[src/rtl/twpp_pkg.sv]
package twpp_pkg;

  typedef enum logic [1:0] {
    STATUS_OK         = 2'd0,
    STATUS_PIVOT_ZERO = 2'd1,
    STATUS_OVERFLOW   = 2'd2
  } status_e;

  typedef enum logic [1:0] {
    S_LOAD,
    S_EMIT,
    S_DRAIN
  } state_e;

  typedef struct packed {
    logic [7:0] value;
    logic       last_item;
  } in_item_t;

  typedef struct packed {
    logic [7:0] out_value;
    logic       out_last;
    status_e    status;
  } out_item_t;

  // controller -> datapath
  typedef struct packed {
    logic load;
    logic issue;
    logic clear;
  } dp_cmd_t;

  // datapath -> controller
  typedef struct packed {
    logic issue_last;
  } dp_sts_t;

endpackage

[src/rtl/twpp_in_if.sv]
interface twpp_in_if;
  logic               valid;
  logic               ready;
  twpp_pkg::in_item_t data;

  modport source (output valid, output data, input ready);
  modport sink (input valid, input data, output ready);
endinterface

[src/rtl/twpp_out_if.sv]
interface twpp_out_if;
  logic                valid;
  logic                ready;
  twpp_pkg::out_item_t data;

  modport source (output valid, output data, input ready);
  modport sink (input valid, input data, output ready);
endinterface

[src/rtl/three_way_pivot_partition.sv]
// Three-way partition of a byte frame around its first element. Elements are
// taken one per cycle into a MAX_LEN-entry store: smaller ones from the bottom,
// larger ones from the top, pivot-equal ones only counted; elements past
// MAX_LEN are dropped and the frame is flagged as overflow (status 2). After
// the last element the input stalls while the frame is sent out: smaller
// elements in arrival order, the pivot once per equal element, larger
// elements newest first. After the last element is taken the controller moves
// to its emit state; each result is issued to the store's single registered
// read port and follows one per cycle while the sink is ready. A frame gives
// one result per accepted element (at most MAX_LEN) and keeps the input closed
// until its last result is taken. A zero pivot gives a single result: value 0,
// last set, status 1.
module three_way_pivot_partition #(
  parameter int unsigned MAX_LEN = 64
) (
  input  logic       clk_i,
  input  logic       rst_ni,
  twpp_in_if.sink    in_i,
  twpp_out_if.source out_o
);

  twpp_pkg::dp_cmd_t cmd;
  twpp_pkg::dp_sts_t sts;

  twpp_ctrl u_ctrl (
    .clk_i       (clk_i),
    .rst_ni      (rst_ni),
    .in_valid_i  (in_i.valid),
    .in_last_i   (in_i.data.last_item),
    .in_ready_o  (in_i.ready),
    .out_valid_o (out_o.valid),
    .out_ready_i (out_o.ready),
    .cmd_o       (cmd),
    .sts_i       (sts)
  );

  twpp_dp #(
    .MAX_LEN (MAX_LEN)
  ) u_dp (
    .clk_i        (clk_i),
    .rst_ni       (rst_ni),
    .cmd_i        (cmd),
    .sts_o        (sts),
    .in_value_i   (in_i.data.value),
    .out_value_o  (out_o.data.out_value),
    .out_last_o   (out_o.data.out_last),
    .out_status_o (out_o.data.status)
  );

`ifndef SYNTHESIS
  a_no_overlap: assert property (@(posedge clk_i) disable iff (!rst_ni)
    !(in_i.ready && out_o.valid))
    else $error("input open while a result is pending");

  a_last_stalls: assert property (@(posedge clk_i) disable iff (!rst_ni)
    (in_i.valid && in_i.ready && in_i.data.last_item) |=> !in_i.ready)
    else $error("input not stalled after frame end");

  a_fail_single: assert property (@(posedge clk_i) disable iff (!rst_ni)
    (out_o.valid && out_o.data.status == twpp_pkg::STATUS_PIVOT_ZERO)
      |-> out_o.data.out_last)
    else $error("zero pivot result not final");
`endif

endmodule

[src/rtl/twpp_ram.sv]
module twpp_ram #(
  parameter int unsigned WIDTH = 8,
  parameter int unsigned DEPTH = 64,
  localparam int unsigned AW = (DEPTH > 1) ? $clog2(DEPTH) : 1
) (
  input  logic             clk_i,
  input  logic             we_i,
  input  logic [AW-1:0]    waddr_i,
  input  logic [WIDTH-1:0] wdata_i,
  input  logic             re_i,
  input  logic [AW-1:0]    raddr_i,
  output logic [WIDTH-1:0] rdata_o
);

  logic [WIDTH-1:0] mem_q [DEPTH];
  logic [WIDTH-1:0] rdata_q;

  always_ff @(posedge clk_i) begin
    if (we_i) begin
      mem_q[waddr_i] <= wdata_i;
    end
    if (re_i) begin
      rdata_q <= mem_q[raddr_i];
    end
  end

  assign rdata_o = rdata_q;

endmodule

[src/rtl/twpp_dp.sv]
module twpp_dp #(
  parameter int unsigned MAX_LEN = 64
) (
  input  logic                clk_i,
  input  logic                rst_ni,
  input  twpp_pkg::dp_cmd_t   cmd_i,
  output twpp_pkg::dp_sts_t   sts_o,
  input  logic [7:0]          in_value_i,
  output logic [7:0]          out_value_o,
  output logic                out_last_o,
  output twpp_pkg::status_e   out_status_o
);

  localparam int unsigned AW = (MAX_LEN > 1) ? $clog2(MAX_LEN) : 1;
  localparam int unsigned CW = $clog2(MAX_LEN + 1);
  localparam logic [CW-1:0] MaxLenC = CW'(MAX_LEN);
  localparam logic [CW-1:0] TopIdx  = CW'(MAX_LEN - 1);

  logic [7:0]    pivot_q, pivot_d;
  logic [CW-1:0] less_q, less_d;
  logic [CW-1:0] greater_q, greater_d;
  logic [CW-1:0] total_q, total_d;
  logic          ovf_q, ovf_d;
  logic [CW-1:0] k_q, k_d;

  logic              sel_pivot_q, sel_pivot_d;
  logic              out_last_q, out_last_d;
  twpp_pkg::status_e out_status_q, out_status_d;

  logic [7:0]    piv;
  logic          room, is_less, is_greater;
  logic [CW-1:0] top_slot;
  logic          we;
  logic [AW-1:0] waddr;

  logic          pivot_zero, in_less, sel_pivot;
  logic [CW-1:0] eq_end, upper_idx;
  logic [AW-1:0] raddr;
  logic [7:0]    rdata;

  // load side
  always_comb begin
    piv        = (total_q == '0) ? in_value_i : pivot_q;
    room       = total_q < MaxLenC;
    is_less    = in_value_i < piv;
    is_greater = in_value_i > piv;
    top_slot   = TopIdx - greater_q;
    we         = cmd_i.load && room && (is_less || is_greater);
    waddr      = is_less ? less_q[AW-1:0] : top_slot[AW-1:0];
  end

  // emission side
  always_comb begin
    pivot_zero = pivot_q == 8'd0;
    eq_end     = total_q - greater_q;
    in_less    = k_q < less_q;
    sel_pivot  = pivot_zero || (!in_less && (k_q < eq_end));
    upper_idx  = MaxLenC - total_q + k_q;
    raddr      = in_less ? k_q[AW-1:0] : upper_idx[AW-1:0];
    sts_o.issue_last = pivot_zero || (k_q == total_q - CW'(1));
  end

  always_comb begin
    pivot_d      = pivot_q;
    less_d       = less_q;
    greater_d    = greater_q;
    total_d      = total_q;
    ovf_d        = ovf_q;
    k_d          = k_q;
    sel_pivot_d  = sel_pivot_q;
    out_last_d   = out_last_q;
    out_status_d = out_status_q;
    if (cmd_i.load) begin
      pivot_d = piv;
      if (room) begin
        total_d = total_q + CW'(1);
        if (is_less) begin
          less_d = less_q + CW'(1);
        end else if (is_greater) begin
          greater_d = greater_q + CW'(1);
        end
      end else begin
        ovf_d = 1'b1;
      end
    end
    if (cmd_i.issue) begin
      k_d          = k_q + CW'(1);
      sel_pivot_d  = sel_pivot;
      out_last_d   = sts_o.issue_last;
      out_status_d = pivot_zero ? twpp_pkg::STATUS_PIVOT_ZERO :
                     ovf_q      ? twpp_pkg::STATUS_OVERFLOW   : twpp_pkg::STATUS_OK;
    end
    if (cmd_i.clear) begin
      pivot_d   = '0;
      less_d    = '0;
      greater_d = '0;
      total_d   = '0;
      ovf_d     = 1'b0;
      k_d       = '0;
    end
  end

  always_ff @(posedge clk_i or negedge rst_ni) begin
    if (!rst_ni) begin
      pivot_q   <= '0;
      less_q    <= '0;
      greater_q <= '0;
      total_q   <= '0;
      ovf_q     <= 1'b0;
      k_q       <= '0;
    end else begin
      pivot_q   <= pivot_d;
      less_q    <= less_d;
      greater_q <= greater_d;
      total_q   <= total_d;
      ovf_q     <= ovf_d;
      k_q       <= k_d;
    end
  end

  always_ff @(posedge clk_i) begin
    sel_pivot_q  <= sel_pivot_d;
    out_last_q   <= out_last_d;
    out_status_q <= out_status_d;
  end

  twpp_ram #(
    .WIDTH (8),
    .DEPTH (MAX_LEN)
  ) u_store (
    .clk_i   (clk_i),
    .we_i    (we),
    .waddr_i (waddr),
    .wdata_i (in_value_i),
    .re_i    (cmd_i.issue),
    .raddr_i (raddr),
    .rdata_o (rdata)
  );

  // read register holds while the result waits, so the mux stays stable
  assign out_value_o  = sel_pivot_q ? pivot_q : rdata;
  assign out_last_o   = out_last_q;
  assign out_status_o = out_status_q;

endmodule

[src/rtl/twpp_ctrl.sv]
module twpp_ctrl (
  input  logic              clk_i,
  input  logic              rst_ni,
  input  logic              in_valid_i,
  input  logic              in_last_i,
  output logic              in_ready_o,
  output logic              out_valid_o,
  input  logic              out_ready_i,
  output twpp_pkg::dp_cmd_t cmd_o,
  input  twpp_pkg::dp_sts_t sts_i
);

  twpp_pkg::state_e state_q, state_d;
  logic             out_valid_q, out_valid_d;
  logic             in_fire, out_fire, issue;

  assign in_ready_o  = state_q == twpp_pkg::S_LOAD;
  assign out_valid_o = out_valid_q;
  assign in_fire     = in_valid_i && in_ready_o;
  assign out_fire    = out_valid_q && out_ready_i;
  assign issue       = (state_q == twpp_pkg::S_EMIT) && (!out_valid_q || out_ready_i);

  always_comb begin
    state_d = state_q;
    unique case (state_q)
      twpp_pkg::S_LOAD: begin
        if (in_fire && in_last_i) begin
          state_d = twpp_pkg::S_EMIT;
        end
      end
      twpp_pkg::S_EMIT: begin
        if (issue && sts_i.issue_last) begin
          state_d = twpp_pkg::S_DRAIN;
        end
      end
      twpp_pkg::S_DRAIN: begin
        if (out_fire) begin
          state_d = twpp_pkg::S_LOAD;
        end
      end
      default: state_d = twpp_pkg::S_LOAD;
    endcase
  end

  always_comb begin
    cmd_o       = '0;
    out_valid_d = out_valid_q;
    unique case (state_q)
      twpp_pkg::S_LOAD: begin
        cmd_o.load = in_fire;
      end
      twpp_pkg::S_EMIT: begin
        cmd_o.issue = issue;
        if (issue) begin
          out_valid_d = 1'b1;
        end
      end
      twpp_pkg::S_DRAIN: begin
        if (out_fire) begin
          cmd_o.clear = 1'b1;
          out_valid_d = 1'b0;
        end
      end
      default: out_valid_d = 1'b0;
    endcase
  end

  always_ff @(posedge clk_i or negedge rst_ni) begin
    if (!rst_ni) begin
      state_q     <= twpp_pkg::S_LOAD;
      out_valid_q <= 1'b0;
    end else begin
      state_q     <= state_d;
      out_valid_q <= out_valid_d;
    end
  end

endmodule

[src/flat_wrapper.sv]
// flat-port wrapper written by rule: the top's interface ports become plain ports
module three_way_pivot_partition_flat 
#(
  parameter int unsigned MAX_LEN = 64
)
  (clk_i, rst_ni, in_i_valid, in_i_data, in_i_ready, out_o_valid, out_o_data, out_o_ready);
  twpp_in_if in_i_i ();
  twpp_out_if out_o_i ();
  input  logic clk_i;
  input  logic rst_ni;
  input wire logic [$bits(in_i_i.valid)-1:0] in_i_valid;
  input wire logic [$bits(in_i_i.data)-1:0] in_i_data;
  output wire logic [$bits(in_i_i.ready)-1:0] in_i_ready;
  output wire logic [$bits(out_o_i.valid)-1:0] out_o_valid;
  output wire logic [$bits(out_o_i.data)-1:0] out_o_data;
  input wire logic [$bits(out_o_i.ready)-1:0] out_o_ready;
  assign in_i_i.valid = in_i_valid;
  assign in_i_i.data = in_i_data;
  assign in_i_ready = in_i_i.ready;
  assign out_o_valid = out_o_i.valid;
  assign out_o_data = out_o_i.data;
  assign out_o_i.ready = out_o_ready;
  three_way_pivot_partition #(.MAX_LEN(MAX_LEN)) u_core (.clk_i(clk_i), .rst_ni(rst_ni), .in_i(in_i_i), .out_o(out_o_i));
endmodule
[config.mk]
export PLATFORM = sky130hd
export DESIGN_NAME = three_way_pivot_partition_flat
export DESIGN_NICKNAME = d
export VERILOG_FILES = /design/src/rtl/twpp_pkg.sv /design/src/rtl/twpp_in_if.sv /design/src/rtl/twpp_out_if.sv /design/src/rtl/three_way_pivot_partition.sv /design/src/rtl/twpp_ram.sv /design/src/rtl/twpp_dp.sv /design/src/rtl/twpp_ctrl.sv /design/src/flat_wrapper.sv
export SDC_FILE = /design/constraint.sdc
export NUM_CORES = 1
export LEC_CHECK = 0
export ABC_AREA = 0
export BUFFER_PORTS_ARGS = -buffer_cell sky130_fd_sc_hd__buf_2
export CORE_AREA = 2 2 312 283
export CTS_CLUSTER_SIZE = 12
export DETAILED_ROUTE_END_ITERATION = 6
export DIE_AREA = 0 0 314 285
export SLEW_MARGIN = 20
export SYNTH_ARGS = -nofsm -noshare
export SYNTH_HDL_FRONTEND = slang
export SYNTH_SLANG_ARGS = --single-unit
[constraint.sdc]
create_clock -name clk_i -period 6.13 [get_ports clk_i]
set_input_delay 1.226 -clock clk_i [delete_from_list [all_inputs] [get_ports clk_i]]
set_output_delay 1.226 -clock clk_i [all_outputs]
set_load 0.02 [all_outputs]
==> results by group <==
Outcome
  • Status: finished, final reports clean

Worst hold path
  • HP Start: u_core.u_dp.ovf_q
  • Hold Path Depth: 2
  • Worst Hold Class: register to register

Timing
  • # setup viols final: 0
  • Clock Skews: 0.0405 ns
  • Crit share post-route: 82.3%
  • Fin. Hold Viols: 0
  • Actual slew at the worst max-slew pin: 1.16 ns
  • Worst Hold Slack: 0.537 ns
  • Setup TNS: 0 ns
  • F_max: 198 MHz
  • Tmin final: 5.05 ns
  • Worst slew margin: 22.8%
  • RSZ-0062 raised after global routing: no
  • Slew Viols, Final: 0

Clocking
  • Worst-Skew Late Latency: 0.63 ns
  • Clk slew on worst S/H paths: 0.06 ns
  • Longest Clk Path Bufs: 3
  • CTS tree: yes
  • Hold Buf Count CTS: 0
  • TritonCTS Buffers: 55
  • Post-CTS setup buffers: 0
  • # clock sinks: 564
  • CTS H-tree lvls: 2
  • Clk root buf: clkbuf_16
  • Post-CTS Resized: 0

Placement
  • Cells after DPL: 2,989
  • Final GP Congestion: 0.899
  • PortBufs: 25
  • DP Wirelength: 43,600 um

GRT
  • First-pass GRT wire length: 99,800 um
  • Total GRT Usage: 14.8%
  • Overflow left after global routing: 0
  • Largest net degree at the start of global routing: 136
  • Initial antenna violation count: 3
  • Vias in the first global route: 15,300

Synthesis
  • Count leader, synth: edfxtp_1
  • Post-synth top cells: 524 x edfxtp_1, 421 x nand2_1, 163 x nand3_1
  • #FFs+latches synth: 564
  • Yosys top cell area share: 65.6%
  • Synth warnings: 0
  • Post-synth EDFFs: 524
  • Mapped Cells: 1,860
  • Number of distinct library cells after synthesis: 56
  • Syn Area/Cell: 12.9 um^2
  • Synth async-reset ratio: 7.09%
  • Top cells by area, synth: edfxtp_1 66%, nand2_1 6.6%, dfrtp_1 4.2%
  • Yosys top cell by area: edfxtp_1
  • Prevailing post-synth register cell: edfxtp_1
  • Sequential area share after synthesis: 69.8%
  • Post-synthesis cell area: 24,000 um^2
  • Syn nets: 1,912

Layout
  • Share of layout cells above drive strength 1: 8.67%
  • Fin cells: 3,071
  • Fill count: 8,527
  • Layout Nets: 1,943
  • Area of the multi-input gates: 6690 um^2
  • Register area: 16,700 um^2
  • Layout Utilization: 31.3%
  • Syn-to-layout area delta: 13.1%

Die
  • # rows: 103
  • Ports: 26
  • CORE AREA: 86,700 um^2
  • Starting Density: 27.6%
  • Die area: 89,500 um^2
  • Die Y: 285 um
  • DIE WIDTH: 314 um

Route
  • ANT nets after route: 0
  • DR pass1 iterations: 6
  • DRC: 0
  • DR WL/cell: 22.1 um
  • Drt initial violations: 2,045
  • Routed WL: 68,000 um
  • Vias per cell: 5.13
  • Via count: 15,800

Critical path
  • Startpoint class of the critical path: register
  • CP Data Required Time: 6.56 ns
  • Setup crit start: u_core.u_dp.less_q[4]
  • CP Max Fanout: 119
  • WP data arrival: 5.47 ns
  • R2R cell count: 12
  • RR Startpoint: u_core.u_dp.less_q[4]
  • Endpoint class of the critical path: register
  • WS Path Type: register to register

Job
  • Max-cap violations: 0
==> layout make-up <==
type                    instances  area share [%]
diodes                          1         0.00923
clock buffers                  71            5.37
clock inverters                10           0.572
inverters                      28           0.388
multi-input cells            1167            24.7
flip-flops and latches        564            61.7
well taps                    1155            5.33
repair buffers                 75            1.95
==> cell usage in the layout, fill, tap and decap left out, types with 13 or more instances in the layout <==
master	instances
a211oi_1	13
a21boi_0	13
a21oi_1	33
a311oi_1	13
a31oi_1	49
a32oi_1	51
buf_2	25
buf_4	47
clkbuf_1	14
clkbuf_16	55
dfrtp_1	40
edfxtp_1	524
ha_1	37
inv_1	28
mux2i_1	61
nand2_1	421
nand3_1	163
nor2_1	108
nor3_1	23
o21ai_0	30
xnor2_1	24
==> kinds of logic after synthesis <==
kind of cell             count (synthesis)  share of synthesized area [%]
AO/OA/AOI/OAI                          261                           7.76
AND/OR/NAND/NOR                        755                           13.2
multiplexers                            75                           3.23
adder cells (fa/ha/maj)                 39                           2.10
XOR/XNOR                                37                           1.35
buffers and inverters                  129                           2.52
flip-flops                             564                           69.8
==> flip-flops by register name, indices dropped and copies added, names as in the netlist, 7 cells and up <==
signal	cells
u_core.u_dp.greater_q	7
u_core.u_dp.k_q	7
u_core.u_dp.less_q	7
u_core.u_dp.pivot_q	8
u_core.u_dp.total_q	7
u_core.u_dp.u_store.mem_q	512
u_core.u_dp.u_store.rdata_o	8
==> final timing paths <==
check / slack (ns) / endpoint
max: 1.08 / u_core.u_dp.u_store.rdata_o[7]
min: 0.54 / u_core.u_dp.ovf_q
max reg2reg: 1.08 / u_core.u_dp.u_store.rdata_o[7]
min reg2reg: 0.54 / u_core.u_dp.ovf_q
max in group asynchronous: 4.76 / u_core.u_dp.total_q[2]
min in group asynchronous: 0.76 / u_core.u_dp.greater_q[6]
==> metal layers <==
metal	up-vias	wire length, um	track usage (%)
li1	6938	-	-
met1	7891	29800	21.8
met5	-	23	0
met3	123	8040	4.32
met4	4	1530	3.66
met2	810	28600	21.4
==> stage by stage <==
| stage | setup slack [ns] | cell area, um^2 |
|---|---|---|
| after floorplan | 2.16 | 24000 |
| after global placement | 1.15 | 25500 |
| after detailed placement | 1.16 | 25500 |
| after CTS | 1.22 | 27100 |
| after global routing | 0.704 | 27100 |
| final | 1.08 | 27100 |
==> worst max-delay path, stage by stage, from the launching register on <==
cell      delay, ns
dfrtp_1        0.55
inv_1          0.15
ha_1           0.33
a21oi_1        0.18
o21bai_1       0.15
a21oi_4        0.60
mux2_8         0.84
nor2_1         0.11
buf_4          0.25
a32oi_1        0.31
a31oi_1        0.16
nor3_1         0.65
a22o_1         0.40
Power is left out: the tool's default activity adds up to more than one toggle a clock period on the data nets, which glitch-free logic cannot reach.
